===== config.mk =====
export PLATFORM = sky130hd
export DESIGN_NAME = moving_average_change_detector
export DESIGN_NICKNAME = d
export VERILOG_FILES = /design/src/rtl/macd_pkg.sv /design/src/rtl/moving_average_change_detector.sv /design/src/rtl/macd_window_ram.sv /design/src/rtl/macd_update.sv
export SDC_FILE = /design/constraint.sdc
export NUM_CORES = 1
export LEC_CHECK = 0
export BUFFER_PORTS_ARGS = -buffer_cell sky130_fd_sc_hd__buf_4
export CAP_MARGIN = 15
export CORE_ASPECT_RATIO = 1.2
export CORE_MARGIN = 1.5
export CORE_UTILIZATION = 24
export DETAILED_ROUTE_END_ITERATION = 10
export PLACE_DENSITY = 0.48
export SLEW_MARGIN = 0
export SYNTH_ARGS = -nofsm -noshare
export SYNTH_HDL_FRONTEND = slang
export SYNTH_HIERARCHICAL = 1
export SYNTH_SLANG_ARGS = --single-unit

===== constraint.sdc =====
create_clock -name clk -period 9.08 [get_ports clk]
set_input_delay 1.816 -clock clk [delete_from_list [all_inputs] [get_ports clk]]
set_output_delay 1.816 -clock clk [all_outputs]
set_load 0.01 [all_outputs]

===== src/rtl/macd_pkg.sv =====
`timescale 1ns / 1ps
`default_nettype none

package macd_pkg;

    // Window geometry; the depth is a power of two so the mean is a shift
    localparam int SAMPLE_BITS  = 10;
    localparam int WINDOW_DEPTH = 16;
    localparam int SLOT_BITS    = $clog2(WINDOW_DEPTH);
    localparam int SUM_BITS     = SAMPLE_BITS + SLOT_BITS;
    localparam int BYTE_BITS    = 8;
    localparam int BYTE_SHIFT   = SAMPLE_BITS - BYTE_BITS;
    localparam int BYTE_ROUND   = (1 << BYTE_SHIFT) >> 1;
    localparam int CFG_IDX_BITS = 2;

    // Register defaults, also stored when zero is written
    localparam logic [BYTE_BITS-1:0] THRESH_DEFAULT  = BYTE_BITS'(8);
    localparam logic [BYTE_BITS-1:0] HOLDOFF_DEFAULT = BYTE_BITS'(10);

    // Request kinds
    localparam logic MODE_SAMPLE = 1'b0;
    localparam logic MODE_TICK   = 1'b1;

    // Configuration register indexes
    typedef enum logic [CFG_IDX_BITS-1:0] {
        REG_THRESHOLD = 2'd0,
        REG_HOLDOFF   = 2'd1,
        REG_IRQ_EN    = 2'd2
    } cfg_reg_t;

    typedef struct packed {
        logic                   mode;
        logic [SAMPLE_BITS-1:0] sample;
    } in_item_t;

    typedef struct packed {
        logic [SAMPLE_BITS-1:0] average;
        logic [BYTE_BITS-1:0]   average_byte;
        logic                   interrupt_raised;
        logic                   holdoff_running;
    } out_item_t;

    typedef struct packed {
        logic [BYTE_BITS-1:0] threshold;
        logic [BYTE_BITS-1:0] holdoff;
        logic                 irq_en;
    } cfg_t;

    // Request handed to the update stage
    typedef struct packed {
        logic                   commit;   // stage advances this cycle with a request
        logic                   tick;     // timer tick instead of a sample
        logic                   wrapped;  // window entry has been written before
        logic [SAMPLE_BITS-1:0] sample;
    } upd_req_t;

    // Rounded mean of the window, (sum + depth/2) / depth
    function automatic logic [SAMPLE_BITS-1:0] window_mean(input logic [SUM_BITS-1:0] sum);
        logic [SUM_BITS:0] r;
        r = {1'b0, sum} + (SUM_BITS + 1)'(WINDOW_DEPTH / 2);
        return r[SLOT_BITS +: SAMPLE_BITS];
    endfunction

    // Average scaled to a byte with round-half-up, saturating
    function automatic logic [BYTE_BITS-1:0] to_byte(input logic [SAMPLE_BITS-1:0] avg);
        logic [SAMPLE_BITS:0] r;
        r = ({1'b0, avg} + (SAMPLE_BITS + 1)'(BYTE_ROUND)) >> BYTE_SHIFT;
        if (r > (SAMPLE_BITS + 1)'(255))
            return {BYTE_BITS{1'b1}};
        else
            return r[BYTE_BITS-1:0];
    endfunction

endpackage

`default_nettype wire


===== src/rtl/moving_average_change_detector.sv =====
// Moving average of the last 16 converter samples with a change interrupt. Each request
// is a sample or a timer tick and gives exactly one result: the rounded window mean, its
// byte-scaled form, whether this sample raised an interrupt, and whether the holdoff is
// running. The window sits in a one-read, one-write memory with a registered read: a
// request reads its window slot in the first stage, and the second stage subtracts the
// old entry, adds the new one, writes it back and checks the change threshold. A request
// can be taken every cycle unless the output stalls; it passes stage 1, stage 2 and the
// output register, and a stalled result holds the whole pipe and the input. The first sample
// after reset fills the whole window with its own value. Configuration writes are taken
// at any time but must only be issued while no request is in flight.
`timescale 1ns / 1ps
`default_nettype none

module moving_average_change_detector
    import macd_pkg::*;
(
    input  wire logic                    clk,
    input  wire logic                    rst_n,
    input  wire logic                    in_valid,
    output logic                         in_stall,
    input  wire in_item_t                in_data,
    output logic                         out_valid,
    input  wire logic                    out_stall,
    output out_item_t                    out_data,
    input  wire logic                    cfg_valid,
    output logic                         cfg_ready,
    input  wire logic [CFG_IDX_BITS-1:0] cfg_index,
    input  wire logic [BYTE_BITS-1:0]    cfg_data
);

    logic                 adv;
    logic                 in_acc;

    cfg_t                 cfg_reg;

    logic [SLOT_BITS-1:0] slot_reg,    slot_next;
    logic                 wrapped_reg, wrapped_next;

    logic                 s1_valid_reg;
    in_item_t             s1_item_reg;
    logic [SLOT_BITS-1:0] s1_slot_reg;
    logic                 s1_wrapped_reg;

    logic                 s2_valid_reg;
    in_item_t             s2_item_reg;
    logic [SLOT_BITS-1:0] s2_slot_reg;
    logic                 s2_wrapped_reg;

    logic [SAMPLE_BITS-1:0] rd_data;
    logic                   wr_en;
    upd_req_t               req;
    out_item_t              result;

    logic                 out_valid_reg;
    out_item_t            out_data_reg;

    // Whole pipe moves unless a finished result is held
    assign adv      = !(out_valid_reg && out_stall);
    assign in_stall = !adv;
    assign in_acc   = in_valid && adv;

    assign out_valid = out_valid_reg;
    assign out_data  = out_data_reg;
    assign cfg_ready = 1'b1;

    // Configuration registers
    always_ff @(posedge clk or negedge rst_n)
    begin
        if (!rst_n)
        begin
            cfg_reg.threshold <= THRESH_DEFAULT;
            cfg_reg.holdoff   <= HOLDOFF_DEFAULT;
            cfg_reg.irq_en    <= 1'b0;
        end
        else if (cfg_valid && cfg_ready)
        begin
            unique case (cfg_reg_t'(cfg_index))
                REG_THRESHOLD:
                begin
                    cfg_reg.threshold <= (cfg_data == '0) ? THRESH_DEFAULT : cfg_data;
                end
                REG_HOLDOFF:
                begin
                    cfg_reg.holdoff <= (cfg_data == '0) ? HOLDOFF_DEFAULT : cfg_data;
                end
                REG_IRQ_EN:
                begin
                    cfg_reg.irq_en <= cfg_data[0];
                end
                default:
                begin
                    // unknown index: ignored
                end
            endcase
        end
    end

    // Write slot and fill tracking; entries fill in slot order
    always_comb
    begin
        slot_next    = slot_reg;
        wrapped_next = wrapped_reg;
        if (in_acc && in_data.mode == MODE_SAMPLE)
        begin
            if (slot_reg == SLOT_BITS'(WINDOW_DEPTH - 1))
            begin
                slot_next    = '0;
                wrapped_next = 1'b1;
            end
            else
            begin
                slot_next = slot_reg + 1'b1;
            end
        end
    end

    always_ff @(posedge clk or negedge rst_n)
    begin
        if (!rst_n)
        begin
            slot_reg    <= '0;
            wrapped_reg <= 1'b0;
        end
        else
        begin
            slot_reg    <= slot_next;
            wrapped_reg <= wrapped_next;
        end
    end

    // Pipeline valid bits
    always_ff @(posedge clk or negedge rst_n)
    begin
        if (!rst_n)
        begin
            s1_valid_reg  <= 1'b0;
            s2_valid_reg  <= 1'b0;
            out_valid_reg <= 1'b0;
        end
        else if (adv)
        begin
            s1_valid_reg  <= in_valid;
            s2_valid_reg  <= s1_valid_reg;
            out_valid_reg <= s2_valid_reg;
        end
    end

    // Pipeline payload
    always_ff @(posedge clk)
    begin
        if (adv)
        begin
            s1_item_reg    <= in_data;
            s1_slot_reg    <= slot_reg;
            s1_wrapped_reg <= wrapped_reg;
            s2_item_reg    <= s1_item_reg;
            s2_slot_reg    <= s1_slot_reg;
            s2_wrapped_reg <= s1_wrapped_reg;
            out_data_reg   <= result;
        end
    end

    // Window memory: stage 1 reads its slot, stage 2 writes it back
    assign wr_en = adv && s2_valid_reg && s2_item_reg.mode == MODE_SAMPLE;

    macd_window_ram #(
        .DATA_BITS (SAMPLE_BITS),
        .ADDR_BITS (SLOT_BITS)
    ) u_ram (
        .clk     (clk),
        .wr_en   (wr_en),
        .wr_addr (s2_slot_reg),
        .wr_data (s2_item_reg.sample),
        .rd_en   (adv),
        .rd_addr (s1_slot_reg),
        .rd_data (rd_data)
    );

    // Update stage
    assign req.commit  = adv && s2_valid_reg;
    assign req.tick    = (s2_item_reg.mode == MODE_TICK);
    assign req.wrapped = s2_wrapped_reg;
    assign req.sample  = s2_item_reg.sample;

    macd_update u_update (
        .clk      (clk),
        .rst_n    (rst_n),
        .req      (req),
        .old_data (rd_data),
        .cfg      (cfg_reg),
        .result   (result)
    );

    // Read and write of the same entry never overlap in the pipe
    a_no_slot_overlap: assert property (@(posedge clk) disable iff (!rst_n)
        (s1_valid_reg && s2_valid_reg && s1_item_reg.mode == MODE_SAMPLE
         && s2_item_reg.mode == MODE_SAMPLE) |-> (s1_slot_reg != s2_slot_reg))
        else $error("window read and write hit the same slot");

    // An accepted request lands in stage 1
    a_accept_enters: assert property (@(posedge clk) disable iff (!rst_n)
        (in_valid && !in_stall) |=> s1_valid_reg)
        else $error("accepted request lost at stage 1");

    // Once the window has been filled it stays filled
    a_wrapped_sticky: assert property (@(posedge clk) disable iff (!rst_n)
        !$fell(wrapped_reg))
        else $error("window fill flag cleared");

    // A result only appears from a valid update stage
    a_result_source: assert property (@(posedge clk) disable iff (!rst_n)
        $rose(out_valid_reg) |-> $past(s2_valid_reg))
        else $error("result without a request in the update stage");

endmodule

`default_nettype wire


===== src/rtl/macd_window_ram.sv =====
`timescale 1ns / 1ps
`default_nettype none

module macd_window_ram #(
    parameter int DATA_BITS = 10,
    parameter int ADDR_BITS = 4
) (
    input  wire logic                 clk,
    input  wire logic                 wr_en,
    input  wire logic [ADDR_BITS-1:0] wr_addr,
    input  wire logic [DATA_BITS-1:0] wr_data,
    input  wire logic                 rd_en,
    input  wire logic [ADDR_BITS-1:0] rd_addr,
    output logic      [DATA_BITS-1:0] rd_data
);

    logic [DATA_BITS-1:0] mem [(1 << ADDR_BITS)];

    // Write port
    always_ff @(posedge clk)
    begin
        if (wr_en)
        begin
            mem[wr_addr] <= wr_data;
        end
    end

    // Registered read port
    always_ff @(posedge clk)
    begin
        if (rd_en)
        begin
            rd_data <= mem[rd_addr];
        end
    end

endmodule

`default_nettype wire


===== src/rtl/macd_update.sv =====
`timescale 1ns / 1ps
`default_nettype none

module macd_update
    import macd_pkg::*;
(
    input  wire logic                   clk,
    input  wire logic                   rst_n,
    input  wire upd_req_t               req,
    input  wire logic [SAMPLE_BITS-1:0] old_data,
    input  wire cfg_t                   cfg,
    output out_item_t                   result
);

    logic [SUM_BITS-1:0]    sum_reg,     sum_next;
    logic [SAMPLE_BITS-1:0] prime_reg,   prime_next;
    logic                   primed_reg,  primed_next;
    logic [SAMPLE_BITS-1:0] level_reg,   level_next;
    logic [BYTE_BITS-1:0]   holdoff_reg, holdoff_next;

    logic [SUM_BITS-1:0]    sum_base;
    logic [SAMPLE_BITS-1:0] prime_eff;
    logic [SAMPLE_BITS-1:0] level_eff;
    logic [SAMPLE_BITS-1:0] old_val;
    logic [SAMPLE_BITS-1:0] avg;
    logic [SAMPLE_BITS-1:0] diff;
    logic                   raise;

    // Running sum, priming and change detection
    always_comb
    begin
        sum_next     = sum_reg;
        prime_next   = prime_reg;
        primed_next  = primed_reg;
        level_next   = level_reg;
        holdoff_next = holdoff_reg;
        raise        = 1'b0;

        // first sample fills the whole window with itself
        sum_base  = primed_reg ? sum_reg : {req.sample, {SLOT_BITS{1'b0}}};
        prime_eff = primed_reg ? prime_reg : req.sample;
        level_eff = primed_reg ? level_reg : req.sample;
        old_val   = req.wrapped ? old_data : prime_eff;

        if (req.tick)
        begin
            avg = primed_reg ? window_mean(sum_reg) : '0;
            if (holdoff_reg != '0)
            begin
                holdoff_next = holdoff_reg - 1'b1;
            end
        end
        else
        begin
            sum_next    = sum_base - SUM_BITS'(old_val) + SUM_BITS'(req.sample);
            prime_next  = prime_eff;
            primed_next = 1'b1;
            avg         = window_mean(sum_next);
            level_next  = level_eff;
        end

        diff = (level_eff >= avg) ? level_eff - avg : avg - level_eff;

        if (!req.tick && holdoff_reg == '0 && cfg.irq_en
            && diff > SAMPLE_BITS'(cfg.threshold))
        begin
            raise        = 1'b1;
            holdoff_next = cfg.holdoff;
            level_next   = avg;
        end

        result.average          = avg;
        result.average_byte     = to_byte(avg);
        result.interrupt_raised = raise;
        result.holdoff_running  = (holdoff_next != '0);
    end

    // State registers
    always_ff @(posedge clk or negedge rst_n)
    begin
        if (!rst_n)
        begin
            sum_reg     <= '0;
            prime_reg   <= '0;
            primed_reg  <= 1'b0;
            level_reg   <= '0;
            holdoff_reg <= '0;
        end
        else if (req.commit)
        begin
            sum_reg     <= sum_next;
            prime_reg   <= prime_next;
            primed_reg  <= primed_next;
            level_reg   <= level_next;
            holdoff_reg <= holdoff_next;
        end
    end

endmodule

`default_nettype wire

==> results.py <==
metrics = {
    "run_status": {
        "status": "finished clean",
    },
    "yosys": {
        "synth.most_common_cell": "edfxtp_1",
        "synth-xor-area-share_pct": 2.045,
        "synth_top_family_by_area": "compound AO/OA/AOI/OAI gates",
        "synth.distinct_cells": 83,
        "synthMuxAreaShare_pct": 9.594,
        "synthTopCellsByArea": "edfxtp_1 (46%), dfrtp_1 (11%), mux4_2 (4.4%), ha_1 (3.7%), nand2_1 (2.8%)",
        "yosysTopAreaCellShare_pct": 46.17,
        "ys_async_sr_fraction_pct": 23.45,
        "synth_fp_nets": 1182,
        "synthAdderAreaFrac_pct": 5.468,
        "ys_ff_latch": 290,
        "synth-simple-area-share_pct": 10.10,
        "yosys_warnings": 6,
        "ys.flop_type": "edfxtp_1",
        "synth_edf_count": 222,
        "synth_common_cells": "edfxtp_1 (222), nand2_1 (106), inv_1 (80)",
        "avgSynthCellArea_um2": 13.11,
        "seq_area_frac_synth_pct": 57.99,
        "synth_compound_area_share_pct": 11.14,
        "synth_largest_area_cell": "edfxtp_1",
        "synth_area_mm2": 0.01444,
        "postSynthCellCount": 1101,
    },
    "finish": {
        "fillers": 6148,
        "diodes": 0,
        "drive_above_1_share_pct": 18.94,
        "final_area_mm2": 0.01688,
        "largest_reg_flops": 160,
        "area_growth_pct": 16.92,
        "final_util_pct": 28.33,
        "nets": 1266,
    },
    "detailed_routing": {
        "dr_total_vias": 9214,
        "dr.pass1.iters": 5,
        "dr.first_iter.drc_count": 542,
        "vias_per_cell": 4.586,
        "wirelength_um": 37980,
        "ant_nets": 0,
        "detail_route.wl_per_cell_um": 18.90,
        "dr_wl_met3_um": 1385,
        "dr_wl_met2_um": 19380,
        "top_layer_used": "met4",
        "drc": 0,
        "wl_met1_um": 15910,
    },
    "clock_network": {
        "cts_num_sinks": 290,
        "holdBufCountCts": 0,
        "clk_latency_ns": 0.59,
        "cts_tree": "done",
        "clk_transition_reported_paths_ns": 0.06,
        "htreeDepth": 1,
        "root_buffer": "clkbuf_16",
        "numCtsBuffers": 31,
        "clockBufferDepth": 3,
    },
    "placement": {
        "portBuffers": 47,
        "finalWeightedCongestion": 0.8640,
        "dpl_cell_area_mm2": 0.01590,
        "dpl.hpwl_um": 26790,
    },
    "floorplanning": {
        "die_h_um": 271.7,
        "die_width_um": 226.9,
        "core_area_mm2": 0.05959,
        "start_util_pct": 24.23,
        "die-area_mm2": 0.06164,
        "boundaryPins": 49,
        "row_count": 98,
    },
    "worst_setup_path": {
        "rrSetupSlack_ns": 0.54,
        "end_kind": "flip-flop",
        "cp_data_required_time_ns": 9.54,
        "crit_type": "flip-flop to flip-flop",
        "slowest_stage": "fa_1",
        "rr_worst_depth": 38,
        "crit_top_cell": "o21a_1",
        "crit_arrival_ns": 9.00,
        "start_kind": "flip-flop",
        "crit_fanout": 14,
        "cpPeakStageDelay_ns": 0.52,
    },
    "min_path": {
        "whs_path_depth": 0,
        "hp-class": "flip-flop to flip-flop",
    },
    "global_routing": {
        "grt_usage_pct": 12.28,
        "grt_pass1_wl_um": 57540,
        "first_global_vias": 9335,
        "overflow": 0,
        "grt_max_degree": 68,
        "antenna_found_initial": 0,
    },
    "timing": {
        "timing.fmax_mhz": 117.1,
        "setup_viol": 0,
        "layout_min_cycle_time_ns": 8.542,
        "slew_viol_final": 0,
        "finalHoldViolCount": 0,
        "tightest_slew_ns": 1.103,
        "max_slew_margin_pct": 25.88,
        "timing.final.crit_share_pct": 94.07,
        "skew_ns": 0.01122,
    },
    "run": {
        "drv_cap": 0,
    },
}
-- worst max-delay path: cells and delay by family, from the launching register on --
kind	cells	cell delay [ns]
muxes	1	0.21
xor gates and xnor gates	2	0.38
AOI/OAI and AO/OA	19	3.38
buffers and inverters	2	0.33
and+or+nand+nor	8	1.28
DFF	1	0.50
adders and majority gates	6	2.33
-- layout make-up --
| cell class | count | area [um2] | area share [%] |
|---|---|---|---|
| Timing Repair Buffer | 92 | 690.7 | 4.092 |
| Multi-Input combinational cell | 689 | 5562 | 32.95 |
| Clock buffer | 36 | 794.5 | 4.707 |
| Inverter | 81 | 304.0 | 1.801 |
| Sequential cell | 290 | 8373 | 49.60 |
| Tap cell | 800 | 1001 | 5.930 |
| Clock inverter | 21 | 155.1 | 0.9191 |
-- worst paths after layout --
kind	start	endpoint
hold reg to reg	s1_wrapped_reg	s2_wrapped_reg
hold / removal	s1_wrapped_reg	s2_wrapped_reg
min in group asynchronous	rst_n	u_update/sum_reg[11]
setup / recovery	u_update/primed_reg	u_update/level_reg[6]
setup reg to reg	u_update/primed_reg	u_update/level_reg[6]
max in group asynchronous	rst_n	u_update/primed_reg
-- through the flow --
| step | setup TNS (ns) | std cells | hold WS, ns | setup slack, ns |
|---|---|---|---|---|
| floorplan | 0 | 1101 | 0.4003 | 0.1055 |
| global placement | 0 | 1951 | 0.4015 | 0.3427 |
| detailed placement | 0 | 1951 | 0.4045 | 0.2596 |
| CTS | 0 | 2008 | 0.4050 | 0.2526 |
| global route | -0.001575 | 2009 | 0.4170 | -0.001575 |
| finish | 0 | 2009 | 0.4088 | 0.5384 |
-- timing repair --
item,4_1_cts,5_1_grt
gates resized for setup,0,11
setup endpoints to repair,0,20
setup buffers,0,1
-- metal layers --
layer / vias to the layer above / track usage [%]
met3: 66 / 1.634
met1: 4639 / 15.35
met4: 0 / 3.965
met5: - / 0
li1: 4312 / -
met2: 197 / 21.67
-- cell families (layout without fill, tap and decap cells) --
kind of cell	Yosys count	in the layout
AO/OA/AOI/OAI	225	225
AND/OR/NAND/NOR	296	296
XOR/XNOR	32	32
adder cells (fa/ha/maj)	56	56
flip-flops	290	290
other	1	1
buffers and inverters	122	230
multiplexers	79	79
-- cells in the final DEF (no fill, tap or decap), drive strengths merged, types with 5 or more instances in the layout --
cell type,n
a22oi,21
a31oi,9
nand2,106
buf,92
o21ai,53
nor3,24
dfrtp,65
xnor2,23
edfxtp,222
mux2i,9
nor3b,8
a211oi,8
o211ai,8
mux4,40
a21o,9
and2,9
nand3,24
nor2,51
nor2b,13
a32oi,6
fa,12
xor2,9
inv,81
o22ai,5
a21oi,49
clkbuf,36
nand4,11
a21boi,7
ha,43
clkinv,16
nor4,6
nand2b,11
or3,5
o21a,8
nand3b,7
and3,9
o31ai,5
mux2,30
a221o,7
Power is left out: the tool's default activity adds up to more than one toggle a clock period on the data nets, which glitch-free logic cannot reach.
